## config.mk

```make
export PLATFORM = sky130hd
export DESIGN_NAME = fzn_ctrl
export DESIGN_NICKNAME = d
export VERILOG_FILES = /design/src/rtl/fzn_pkg.sv /design/src/rtl/fzn_ctrl.sv
export SDC_FILE = /design/constraint.sdc
export NUM_CORES = 1
export LEC_CHECK = 0
export ABC_AREA = 1
export BUFFER_PORTS_ARGS = -buffer_cell sky130_fd_sc_hd__buf_2
export CAP_MARGIN = 20
export CORE_AREA = 2 2 42 44
export DETAILED_ROUTE_END_ITERATION = 16
export DIE_AREA = 0 0 44 46
export GPL_TIMING_DRIVEN = 0
export PLACE_DENSITY = 0.67
export REMOVE_ABC_BUFFERS = 1
export SLEW_MARGIN = 10
export SYNTH_ARGS = -nofsm -noshare
export SYNTH_HDL_FRONTEND = slang
export SYNTH_SLANG_ARGS = --single-unit
```

## constraint.sdc

```tcl
create_clock -name clk -period 2.65 [get_ports clk]
set_clock_uncertainty 0.05 [all_clocks]
set_input_delay 0.1325 -clock clk [delete_from_list [all_inputs] [get_ports clk]]
set_output_delay 0.1325 -clock clk [all_outputs]
set_load 0.02 [all_outputs]
```

## src/rtl/fzn_pkg.sv

```systemverilog
// Shared types and constants of the feature z-score normalizer.
// Used by every module of the block; depends on nothing.
package fzn_pkg;

  localparam int MAX_SAMPLES_DEF  = 16384;
  localparam int DIM_COUNT_DEF    = 4;
  localparam int NUM_LANES        = 4;
  localparam int FEAT_W           = 16;
  localparam int SAMPLE_W         = NUM_LANES * FEAT_W;

  // Shared divider: dividend covers the squared-deviation sum, divisor a count or a root.
  localparam int DIV_DW = 50;
  localparam int DIV_VW = 17;
  // Square root works on a 32-bit variance and gives a 17-bit rounded root.
  localparam int SQRT_W = 32;
  localparam int ROOT_W = 17;

  localparam logic KIND_LOAD = 1'b0;
  localparam logic KIND_EMIT = 1'b1;

  typedef struct packed {
    logic              kind;
    logic signed [15:0] feature_0;
    logic signed [15:0] feature_1;
    logic signed [15:0] feature_2;
    logic signed [15:0] feature_3;
  } in_item_t;

  typedef struct packed {
    logic signed [15:0] norm_0;
    logic signed [15:0] norm_1;
    logic signed [15:0] norm_2;
    logic signed [15:0] norm_3;
    logic [3:0]         flat_mask;
    logic               last_of_run;
  } out_item_t;

  typedef struct packed {
    logic       load;
    logic       mean_go;
    logic       mean_wr;
    logic       pass_step;
    logic       var_go;
    logic       sqrt_go;
    logic       inv_go;
    logic       inv_wr;
    logic       stats_set;
    logic       emit_rd;
    logic       emit_mul;
    logic       emit_out;
    logic [1:0] dim;
  } dp_cmd_t;

  typedef struct packed {
    logic count_zero;
    logic stats_ready;
    logic pass_last;
    logic pass_busy;
    logic div_done;
    logic sqrt_done;
    logic out_free;
  } dp_stat_t;

endpackage

```

## src/rtl/fzn_ctrl.sv

```systemverilog
// Controller: sequences loads, the mean, deviation-pass and inverse phases and each readout.
// Depends on fzn_pkg for the command and status structs.
module fzn_ctrl #(
  parameter int DIM_COUNT = fzn_pkg::DIM_COUNT_DEF
) (
  input  logic              clk,
  input  logic              rst_n,
  input  logic              in_valid,
  input  logic              in_kind,
  output logic              in_stall,
  input  fzn_pkg::dp_stat_t stat,
  output fzn_pkg::dp_cmd_t  cmd
);

  localparam logic [1:0] LAST_DIM = 2'(DIM_COUNT - 1);

  typedef enum logic [3:0] {
    S_IDLE, S_MEAN_GO, S_MEAN_WAIT, S_MEAN_WR, S_SSD_RUN, S_SSD_DRAIN,
    S_VAR_GO, S_VAR_WAIT, S_SQRT_GO, S_SQRT_WAIT, S_INV_GO, S_INV_WAIT,
    S_INV_WR, S_EMIT_RD, S_EMIT_MUL, S_EMIT_OUT
  } state_t;

  state_t     state_r;
  logic [1:0] dim_r;
  logic       take;

  assign take     = (state_r == S_IDLE) && in_valid;
  assign in_stall = (state_r != S_IDLE);

  always_ff @(posedge clk) begin
    if (!rst_n) begin
      state_r <= S_IDLE;
      dim_r   <= '0;
    end else begin
      unique case (state_r)
        S_IDLE: begin
          dim_r <= '0;
          if (take && in_kind == fzn_pkg::KIND_EMIT && !stat.count_zero) begin
            state_r <= stat.stats_ready ? S_EMIT_RD : S_MEAN_GO;
          end
        end
        S_MEAN_GO:   state_r <= S_MEAN_WAIT;
        S_MEAN_WAIT: if (stat.div_done) state_r <= S_MEAN_WR;
        S_MEAN_WR: begin
          if (dim_r == LAST_DIM) begin
            dim_r   <= '0;
            state_r <= S_SSD_RUN;
          end else begin
            dim_r   <= dim_r + 2'd1;
            state_r <= S_MEAN_GO;
          end
        end
        S_SSD_RUN:   if (stat.pass_last) state_r <= S_SSD_DRAIN;
        S_SSD_DRAIN: if (!stat.pass_busy) state_r <= S_VAR_GO;
        S_VAR_GO:    state_r <= S_VAR_WAIT;
        S_VAR_WAIT:  if (stat.div_done) state_r <= S_SQRT_GO;
        S_SQRT_GO:   state_r <= S_SQRT_WAIT;
        S_SQRT_WAIT: if (stat.sqrt_done) state_r <= S_INV_GO;
        S_INV_GO:    state_r <= S_INV_WAIT;
        S_INV_WAIT:  if (stat.div_done) state_r <= S_INV_WR;
        S_INV_WR: begin
          if (dim_r == LAST_DIM) begin
            state_r <= S_EMIT_RD;
          end else begin
            dim_r   <= dim_r + 2'd1;
            state_r <= S_VAR_GO;
          end
        end
        S_EMIT_RD:  state_r <= S_EMIT_MUL;
        S_EMIT_MUL: state_r <= S_EMIT_OUT;
        S_EMIT_OUT: if (stat.out_free) state_r <= S_IDLE;
        default:    state_r <= S_IDLE;
      endcase
    end
  end

  always_comb begin
    cmd           = '0;
    cmd.dim       = dim_r;
    cmd.load      = take && (in_kind == fzn_pkg::KIND_LOAD);
    cmd.mean_go   = (state_r == S_MEAN_GO);
    cmd.mean_wr   = (state_r == S_MEAN_WR);
    cmd.pass_step = (state_r == S_SSD_RUN);
    cmd.var_go    = (state_r == S_VAR_GO);
    cmd.sqrt_go   = (state_r == S_SQRT_GO);
    cmd.inv_go    = (state_r == S_INV_GO);
    cmd.inv_wr    = (state_r == S_INV_WR);
    cmd.stats_set = (state_r == S_INV_WR) && (dim_r == LAST_DIM);
    cmd.emit_rd   = (state_r == S_EMIT_RD);
    cmd.emit_mul  = (state_r == S_EMIT_MUL);
    cmd.emit_out  = (state_r == S_EMIT_OUT) && stat.out_free;
  end

endmodule

```

==> results.md, run 1 <==
- Largest family of logic cells by synthesized area: simple AND/OR/NAND/NOR gates
- Port Buffers: 25
- IO Count: 26
- Mapped Avg Cell Area: 5.81 sq um
- Async set-reset flop share out of synthesis: 0%
- Multiplexer area fraction after synthesis: 0%
- Congestion Overflow GR: 0
- CTS root buf: clkbuf_4
- Sequential Power Share: 21.1%
- Final setup violation count: 0
- PostCTS Resize Cnt: 0
- Number of diodes: 0
- Design Area, Final: just under 800 sq um
- GR peak layer: met2
- Power per Cell Area: roughly 970 nW/um^2
- Die span in x: 44 um
- GR Layer Usage met1: 17.5%
- CTS tree: done
- Synth Flop Type: dfxtp_1
- Clock Latency Late Sink: between 0.2 and 0.25 ns
- Cell internal pwr: between 300 and 400 uW
- Final HPWL DP: ~1300 um
- Post-synth top area cell: dfxtp_1
- DRT Wirelength: 1460 um
- Layout fillers: between 150 and 200
- WS Path Type: reg -> out
- Post-place instance area: 751 sq um
- Row cnt: 15
- Vias per inst: around 4.7
- Initial antenna violation count: 0
- Leak: roughly 0.00046 uW
- CTS Sinks: 6
- Switch Pwr: 408 uW
- Sw Share: 54.4%
- Commonest cells after routing, fill and taps aside: 25 x buf_2, 21 x nor2_1, 19 x nand2_1
- Hold Fails Final Rpt: 0
- Top-area cell type share of the netlist area: 19.9%
- Post-CTS Setup Bufs: 0
- Fmax: approximately 640 MHz
- Leading cell type in the layout, fill and taps excluded: buf_2
- CP max FO: 5
- Synthesis warning total: 0
- Setup TNS: 0 ns
- Initial Utilization: a little under two fifths
- TritonCTS buffer count: 3
- Placer Congestion: around 0.85
- Post-synthesis adder-cell area fraction: 2.07%
- Clock Path Buffers: 2
- Share of cells above drive strength 1: ~36%
- Met3 Resource Use GR: between 1.5 and 2%
- Data required time of the worst path: 2.47 ns
- Hold bufs inserted after CTS: 0
- Detailed-router iteration count before antenna repair: 4
- Outcome: finished clean
- Area growth, synth to finish: 28.0%
- Synth Area in Compound Gates: about a tenth
- Htree depth: 1
- Final slew viol count: 0
- Relative slew slack: between 80 and 90%
- Worst-Margin Slew: between 0.2 and 0.3 ns
- Vias in the first global route: between 500 and 600
- Detailed Route Iter0 Violations: 11
- CP endpoint kind: output pin
- XOR/XNOR Fraction of Synth Area: 0%
- Die area: a little over 2000 sq um
- Clock power share: approximately a tenth
- Max cap viols: 0
- Minimum clock period: around 1.6 ns
- DRC Markers: 0
- Area contributors post-synth: dfxtp_1 20%, nor2_1 13%, nand2_1 12%
- Crit start category: register
- FF+latch count, synth: 6
- Combinational share of power: between 60% and 70%
- Core box area: 1610 sq um
- Syn Std Cell Area: 604 sq um
- GRT Util Overall: between 10% and 20%
- Critical path arrival: approximately 1.4 ns
- Tcrit/Tclk final: approximately 59%
- RSZ-0062 raised after global routing: no
- Total vias in the final route: 707
- Global-route wire length before repair: around 2200 um
- Post-synth EDFFs: 0
- Max IR drop VDD: roughly 0.00037 V
- Post-Syn Instances: ~100
- Nets@finish: around 150
- Met2 Track Usage GR: 25.0%
- Synth unique cells: 19
- Clock-pin slew on the worst setup and hold paths: 0.04 ns
- Synth Area in Simple Gates: ~55%
- Routed WL per cell: just under 10 um
- Sequential area share after synthesis: between 10% and 20%
- Hold Crit Class: in -> reg
- Final antenna-violating net count: 0
- Die height: roughly 46 um
- Largest net degree at the start of global routing: 7
==> synth_stat cells, types with 2 or more instances <==
library cell   n
nor2_1        21
nand2_1       19
inv_1         16
nand3_1       11
dfxtp_1        6
nand2_2        5
inv_2          4
a21oi_1        3
nor2_2         3
nor2_4         3
o211ai_1       3
nand3b_1       2
o21ai_2        2
==> final timing paths <==
path,startpoint,to,slack (ns),cells past startpoint
max,state_r[0],cmd[13],1.08,6
min,rst_n,state_r[1],0.11,3
max reg2reg,state_r[3],state_r[2],1.26,9
min reg2reg,dim_r[1],dim_r[1],0.44,2
==> layer usage <==
metal	vias to the layer above	routed length (um)	part of all wire (%)
met4	0	25	1.7
li1	381	-	-
met3	4	77	5.3
met2	21	702	48
met1	301	650	45
met5	-	0	0
==> cells by family (layout without fill, tap and decap cells) <==
logic type               after synthesis  in the layout
adder cells (fa/ha/maj)                1              1
AND/OR/NAND/NOR                       67             67
flip-flops                             6              6
buffers and inverters                 21             49
AO/OA/AOI/OAI                          9              9
==> sequential cells by signal, summed over array words and instances (netlist names) <==
signal,flops
dim_r,2
state_r,4
==> worst max-delay path, cell delays in order, from the launching register on <==
cell	delay (ns)
dfxtp_1	0.35
nor2_2	0.23
inv_1	0.13
nor2_4	0.14
nand2_1	0.06
nor2_1	0.07
buf_2	0.16
==> power groups by stage <==
stage / combinational, uW / clock [uW] / sequential [uW]
floorplan: 398 / 0 / 158
finish: 513 / 79.0 / 158
detailed placement: 518 / 0 / 159
global route: 571 / 87.8 / 163
CTS: 519 / 85.2 / 157
global placement: 508 / 0 / 158
==> metrics by stage <==
| step | hold slack, ns | setup slack, ns | std cells | total power [uW] | utilization [%] |
|---|---|---|---|---|---|
| 2_1_floorplan | 0.203 | 1.32 | 104 | 556 | - |
| 3_3_place_gp | 0.355 | 1.32 | 146 | 665 | 46.5 |
| 3_5_place_dp | 0.360 | 1.30 | 146 | 677 | 46.5 |
| 4_1_cts | 0.103 | 1.05 | 149 | 761 | 47.9 |
| 5_1_grt | 0.123 | 0.949 | 149 | 822 | 47.9 |
| 6_report | 0.113 | 1.08 | 149 | 750 | 47.9 |
==> area by class of cell <==
| type | instances | area, sq um | share of cell area, % |
|---|---|---|---|
| clock buffers | 3 | 22.5 | 2.91 |
| inverters | 21 | 81.3 | 10.5 |
| well taps | 17 | 21.3 | 2.75 |
| flip-flops and latches | 6 | 120 | 15.5 |
| multi-input cells | 77 | 403 | 52.1 |
| repair buffers | 25 | 125 | 16.2 |
No activity file was read; power rests on OpenSTA's default activity.
==> run 2, diff against run 1 <==
ABC_AREA = 0   (was 1)
CORE_AREA = 2 2 45 47   (was 2 2 42 44)
DIE_AREA = 0 0 47 49   (was 0 0 44 46)
PLACE_DENSITY = 0.64   (was 0.67)
clock period = 1.5 ns   (was 2.65 ns; I/O delays follow)
==> run 2 against run 1 <==
  * Design area up 15%
  * Total power rose by 110%
  * Clock power increased by 90%
  * Non-clock buffer count up 6
  * Count of clock-buffer cells in the layout did not move
  * Hold slack worse by 0.015 ns
  * Combinational power grew 97%
  * Synthesized cell count is 11% lower
  * First-iteration DRC count increased by 27%
  * Setup slack got worse by 1.1 ns
  * Routed wire length grew 27%
  * Utilization increased by 0.53 points
==> results.md, run 2 <==
- Placer Congestion: 0.819 (-3.5%)
- Hold Fails Final Rpt: 0 (unchanged)
- Mapped Avg Cell Area: 7.25 sq um (+25%)
- Clock Path Buffers: 2 (unchanged)
- Synth unique cells: 43 (+24)
- Routed WL per cell: 12.6 um (+29%)
- Max reg flops: 4 (unchanged)
- Max cap viols: 0 (unchanged)
- Commonest cells after routing, fill and taps aside: 25 x buf_2, 12 x nor2_1, 10 x nand2_1
- Post-synth top area cell: dfxtp_1
- Synth Area in Compound Gates: 25.2% (+15 points)
- Layout fillers: 198 (+2.6%)
- Synth Area in Simple Gates: 36.7% (-18 points)
- Most common cell in the netlist: nor2_1
- IO Count: 26 (unchanged)
- Die span in x: 47 um (+6.8%)
- Port Buffers: 25 (unchanged)
- XOR/XNOR Fraction of Synth Area: 1.30% (+1.3 points)
- Reg with most FFs: state_r
- Detailed Route Iter0 Violations: 14 (+3)
- Vias in the first global route: 664 (+12%)
- Place WS: -0.334 ns (-1.63 ns)
- Leading cell type in the layout, fill and taps excluded: buf_2
- Die area: 2300 sq um (+14%)
- Area contributors post-synth: dfxtp_1 18%, nor2_1 7.2%, nand2_1 5.6%
- Hold Crit Class: in -> reg
- Congestion Overflow GR: 0 (unchanged)
- Initial Utilization: 36.6% (-0.83 points)
- Critical path arrival: 1.56 ns (+0.17 ns)
- Final HPWL DP: 1190 um (-6.5%)
- CP endpoint kind: register
- Crit-path max cell delay: 0.44 ns (+0.09 ns)
- Die height: 49 um (+6.5%)
- Data required time of the worst path: 1.58 ns (-0.89 ns)
- Power per Cell Area: 1720 nW/um^2 (+78%)
- Crit-path cells: ha_4 > and3b_1 > and3_1 > o31a_1
- Switch Pwr: 759 uW (+86%)
- Worst-Margin Slew: 0.251 ns (-0.0000235 ns)
- Clock power share: 9.7% (-0.8 points)
- DRT Wirelength: 1850 um (+27%)
- Vias per inst: 5.24 (+10%)
- Initial antenna violation count: 0 (unchanged)
- Crit path max-delay cell type: dfxtp_1
- Combinational share of power: 65.6% (-2.8 points)
- Clock-pin slew on the worst setup and hold paths: 0.05 ns (about the same)
- Post-Layout Cell Count: 146 (-2.0%)
- Largest net degree at the start of global routing: 21 (+14)
- CP max FO: 9 (+4)
- Pwr Total: 1540 uW (+110%)
- Cell internal pwr: 779 uW (+130%)
- Clock Latency Late Sink: 0.24 ns (about the same)
- Number of diodes: 0 (unchanged)
- Top-area cell type share of the netlist area: 17.8% (-2.1 points)
- Multiplexer area fraction after synthesis: 4.45% (+4.5 points)
- Syn Std Cell Area: 674 sq um (+12%)
- Row cnt: 16 (+1)
- Core box area: 1840 sq um (+14%)
- Post-synth top cells: 13 x nor2_1, 10 x nand2_1, 6 x dfxtp_1
- Minimum clock period: approximately 1.5 ns
- Global-route wire length before repair: 2870 um (+28%)
- Largest regs: state_r x4, dim_r x2
- Cell Count Post-Placement: 137 (-6.2%)
- FF+latch count, synth: 6 (unchanged)
- Synth Flop Type: dfxtp_1
- RSZ-0062 raised after global routing: yes
- Sequential Power Share: 24.6% (+3.5 points)
- Max IR drop VDD: 0.000616 V (+65%)
- Final setup violation count: 0 (unchanged)
- Total vias in the final route: 765 (+8.2%)
- Async set-reset flop share out of synthesis: 0% (unchanged)
- Fmax: ~680 MHz
- Crit start category: register
- Min Hold Slack: 0.0974 ns (-0.0153 ns)
- Final antenna-violating net count: 0 (unchanged)
- Share of cells above drive strength 1: 40.3% (+4.0 points)
- Htree depth: 1 (unchanged)
- GRT Util Overall: 16.4% (+1.5 points)
- Post-synthesis adder-cell area fraction: 1.86% (-0.22 points)
- Synthesis warning total: 0 (unchanged)
- Post-Syn Instances: 93 (-11%)
- Largest family of logic cells by synthesized area: simple AND/OR/NAND/NOR gates
- Relative slew slack: 83.0% (-0.18 points)
- WS Path Type: reg -> reg
- Final slew viol count: 0 (unchanged)
- CTS tree: done
- TritonCTS buffer count: 3 (unchanged)
- CTS Sinks: 6 (unchanged)
- Final WS setup: 0.0210 ns (-1.06 ns)
- Outcome: finished clean
- Leak: 0.000378 uW (-18%)
- CTS root buf: clkbuf_4
- Detailed-router iteration count before antenna repair: 4 (unchanged)
- DRC Markers: 0 (unchanged)
- Post-synth EDFFs: 0 (unchanged)
- Tcrit/Tclk final: a little over nine tenths
- Sw Share: 49.4% (-5.0 points)
- Nets@finish: 133 (-8.9%)
- Area growth, synth to finish: 32.3%
- Sequential area share after synthesis: 17.8% (-2.1 points)
[run 2: changes by cell type in the layout (fill, tap and decap cells not counted), sizes merged, moves of 2 or more]
cell / change
nor3: +2
o31ai: +3
nor2: -14
o21ai: +4
nor3b: +3
nand3: -9
nand2b: +2
or3b: +2
nand2: -15
mux2i: +3
buf: +6
inv: -16
o211ai: -3
[run 2: worst paths after layout]
path,slack [ns],endpoint,cells after the start,from
hold / removal,0.1,dim_r[0],2,rst_n
setup / recovery,0.02,dim_r[0],4,dim_r[0]
hold reg to reg,0.55,dim_r[1],3,dim_r[1]
setup reg to reg,0.02,dim_r[0],4,dim_r[0]
[run 2: power groups by stage]
stage | logic (uW) | registers [uW] | clock network, uW
4_1_cts | 847 | 412 | 153
6_report | 1010 | 379 | 150
2_1_floorplan | 588 | 369 | 0
3_3_place_gp | 742 | 420 | 0
5_1_grt | 1090 | 400 | 165
3_5_place_dp | 755 | 420 | 0
[run 2: metal layers]
| metal | vias up | part of all wire (%) | track usage (%) | wire [um] |
|---|---|---|---|---|
| li1 | 388 | - | - | - |
| met1 | 357 | 44 | 20.8 | 821 |
| met2 | 20 | 50 | 25.1 | 915 |
| met3 | 0 | 5.9 | 5.56 | 108 |
| met4 | 0 | 0 | 5.56 | 0 |
| met5 | - | 0 | 0 | 0 |
[run 2: worst max-delay path: cells and delay by family, from the launching register on]
family                   cells  cell delay [ns]
AO/OA/AOI/OAI                1             0.27
adder cells (fa/ha/maj)      1             0.23
flip-flops                   1             0.44
AND/OR/NAND/NOR              2             0.38
[run 2: area by class of cell]
type,instances,area (sq um),share of cell area [%]
Multi-Input combinational cell,74,512,57.4
Timing Repair Buffer,31,170,19.1
Tap cell,27,33.8,3.79
Inverter,5,18.8,2.10
Clock buffer,3,22.5,2.52
Sequential cell,6,135,15.1
[run 2: metrics by stage]
stage	utilization (%)	setup TNS [ns]	instance area (sq um)
global placement	41.6	-1.64	767
finish	48.4	0	892
CTS	45.6	-0.00844	840
detailed placement	41.6	-1.79	767
global route	48.4	-0.165	892
floorplan	-	-0.777	608
[run 2: cells by family after synthesis]
logic type                 Yosys count
and+or+nand+nor                     46
AOI/OAI and AO/OA                   23
buffers and inverters               13
DFF                                  6
muxes                                3
xor gates and xnor gates             1
adders and majority gates            1
[run 2: timing repair]
action | in CTS | in global routing
hold buffers | 0 | 0
buffers inserted | 3 | 3
resized for setup | 10 | 6
pin swaps | 0 | 1
setup endpoints to repair | 19 | 8
==> run 3, diff against run 2 <==
CORE_AREA = 2 2 47 44   (was 2 2 45 47)
DIE_AREA = 0 0 49 46   (was 0 0 47 49)
PLACE_DENSITY = 0.65   (was 0.64)
==> run 3 against run 2 <==
  * Final cell count decreased by 3.4%
  * Sequential share of layout area increased by 0.56 points
  * Via count decreased by 1.2%
  * Global-route usage decreased by 0.75 points
  * Flip-flop and latch count unchanged
==> results.md, run 3 (synthesized netlist as in run 2, its figures left out) <==
- Clock-pin slew on the worst setup and hold paths: 0.04 ns (about the same)
- DRT Wirelength: 1700 um (-7.8%)
- Leading cell type in the layout, fill and taps excluded: buf_2
- CTS Sinks: 6 (unchanged)
- Crit start category: register
- Relative slew slack: 81.8% (-1.2 points)
- CP max FO: 13 (+4)
- Total vias in the final route: 756 (-1.2%)
- Area growth, synth to finish: 28.8%
- Largest regs: state_r x4, dim_r x2
- Share of cells above drive strength 1: 39.7% (-0.68 points)
- Worst reg2reg path startpoint: state_r[3]
- Vias per inst: 5.36 (+2.3%)
- Final HPWL DP: 1190 um (-0.18%)
- Combinational share of power: 63.0% (-2.6 points)
- WS Path Type: reg -> reg
- Vias in the first global route: 636 (-4.2%)
- Commonest cells after routing, fill and taps aside: 25 x buf_2, 12 x nor2_1, 9 x nand2_1
- Clock Latency Late Sink: 0.24 ns (about the same)
- Hold Fails Final Rpt: 0 (unchanged)
- Max IR drop VDD: 0.000709 V (+15%)
- Hold Crit Class: in -> reg
- DRC Markers: 0 (unchanged)
- R2R Setup Slk: 0.06 ns (+0.04 ns)
- Max reg flops: 4 (unchanged)
- Outcome: finished clean
- Sw Share: 49.4% (about the same)
- Setup crit start: state_r[3]
- Sequential Power Share: 27.0% (+2.4 points)
- Crit path max-delay cell type: dfxtp_4
- Largest net degree at the start of global routing: 21 (unchanged)
- Hold worst-path end: dim_r[0]
- Initial Utilization: 37.0% (+0.43 points)
- Fmax: 694 MHz (+2.7%)
- Detailed Route Iter0 Violations: 20 (+6)
- RSZ-0062 raised after global routing: yes
- Hold bufs inserted after CTS: 0 (unchanged)
- Clock Path Buffers: 2 (unchanged)
- Final slew viol count: 0 (unchanged)
- Worst-Margin Slew: 0.272 ns (+0.0210 ns)
- Crit-path cells: or3b_1 > a21o_1 > o2111ai_4 > mux2i_1
- Hold path depth: 2 (unchanged)
- Congestion Overflow GR: 0 (unchanged)
- CTS tree: done
- Leak: 0.000361 uW (-4.4%)
- Global-route wire length before repair: 2750 um (-4.3%)
- Port Buffers: 25 (unchanged)
- Power per Cell Area: 1710 nW/um^2 (-1.0%)
- Routed WL per cell: 12.1 um (-4.5%)
- Placer Congestion: 0.855 (+4.4%)
- Htree depth: 1 (unchanged)
- Final setup violation count: 0 (unchanged)
- Reg with most FFs: state_r
- Max cap viols: 0 (unchanged)
- Data required time of the worst path: 1.62 ns (+0.04 ns)
- Worst reg2reg path endpoint: state_r[0]
- GRT Util Overall: 15.6% (-0.75 points)
- Die span in x: 49 um (+4.3%)
- Core box area: 1820 sq um (-1.2%)
- Number of diodes: 0 (unchanged)
- Final antenna-violating net count: 0 (unchanged)
- Die height: 46 um (-6.1%)
- Layout fillers: 188 (-5.1%)
- CP endpoint kind: register
- Tcrit/Tclk final: 96.0% (-2.6 points)
- TritonCTS buffer count: 3 (unchanged)
- R2r worst-path depth: 4 (unchanged)
- Cell internal pwr: 750 uW (-3.7%)
- Initial antenna violation count: 0 (unchanged)
- Min Hold Slack: 0.0961 ns (-0.00136 ns)
- Row cnt: 15 (-1)
- Crit-path max cell delay: 0.41 ns (-0.03 ns)
- Minimum clock period: 1.44 ns (-0.0385 ns)
- Switch Pwr: 732 uW (-3.6%)
- Detailed-router iteration count before antenna repair: 4 (unchanged)
- Post-Layout Cell Count: 141 (-3.4%)
- Clock power share: 10.0% (+0.3 points)
- Die area: 2250 sq um (-2.1%)
- IO Count: 26 (unchanged)
- Cell Count Post-Placement: 135 (-1.5%)
- CTS root buf: clkbuf_4
- Critical path arrival: 1.56 ns (about the same)
- Worst hold start: rst_n
- Nets@finish: 130 (-2.3%)
run 3: repair_timing:
item                                    4_1_cts  5_1_grt
gates resized for setup                      11        7
endpoints found under the setup margin       19        6
buffers inserted                              2        1
hold endpoints to repair                      0        0
pin swaps                                     0        1
run 3: worst max-delay path by stage:
| stage | slack, ns | cells past startpoint | end |
|---|---|---|---|
| after floorplan | -0.19 | 4 | dim_r[1] |
| after global placement | -0.30 | 4 | state_r[3] |
| after detailed placement | -0.33 | 4 | state_r[0] |
| after CTS | 0.005 | 4 | state_r[0] |
| after global routing | -0.006 | 4 | cmd[13] |
| final | 0.06 | 4 | state_r[0] |
run 3: routing by layer:
| layer | GRT usage, % | part of all wire, % | vias to the layer above |
|---|---|---|---|
| met5 | 0 | 0 | - |
| met3 | 3.95 | 5.3 | 4 |
| met2 | 25.8 | 46 | 30 |
| li1 | - | - | 383 |
| met4 | 5.71 | 1.0 | 0 |
| met1 | 20.0 | 47 | 339 |
run 3: critical path, delay by kind of cell (launching register included):
kind               cells  cell delay [ns]
and+or+nand+nor        1             0.37
AOI/OAI and AO/OA      2             0.32
DFF                    1             0.41
muxes                  1             0.21
run 3: area by class of cell:
type,instances,area [sq um],share of cell area [%]
well taps,25,31.3,3.60
clock buffers,3,22.5,2.59
inverters,5,18.8,2.16
flip-flops and latches,6,136,15.7
multi-input cells,74,512,58.9
repair buffers,28,148,17.0
run 3: through the flow:
| step | setup WS (ns) | TNS (ns) | util [%] | power [uW] | area, sq um |
|---|---|---|---|---|---|
| after floorplan | -0.191 | -0.777 | - | 958 | 608 |
| after global placement | -0.302 | -1.54 | 42.0 | 1160 | 764 |
| after detailed placement | -0.328 | -1.77 | 42.0 | 1180 | 764 |
| after CTS | 0.00541 | 0 | 45.6 | 1390 | 830 |
| after global routing | -0.00552 | -0.00552 | 47.7 | 1600 | 868 |
| final | 0.0596 | 0 | 47.7 | 1480 | 868 |
run 3: power by group through the flow:
stage	sequential (uW)	clock [uW]	combinational, uW
final	400	148	934
after global routing	418	163	1020
after CTS	413	155	824
after detailed placement	425	0	753
after global placement	418	0	746
after floorplan	369	0	588
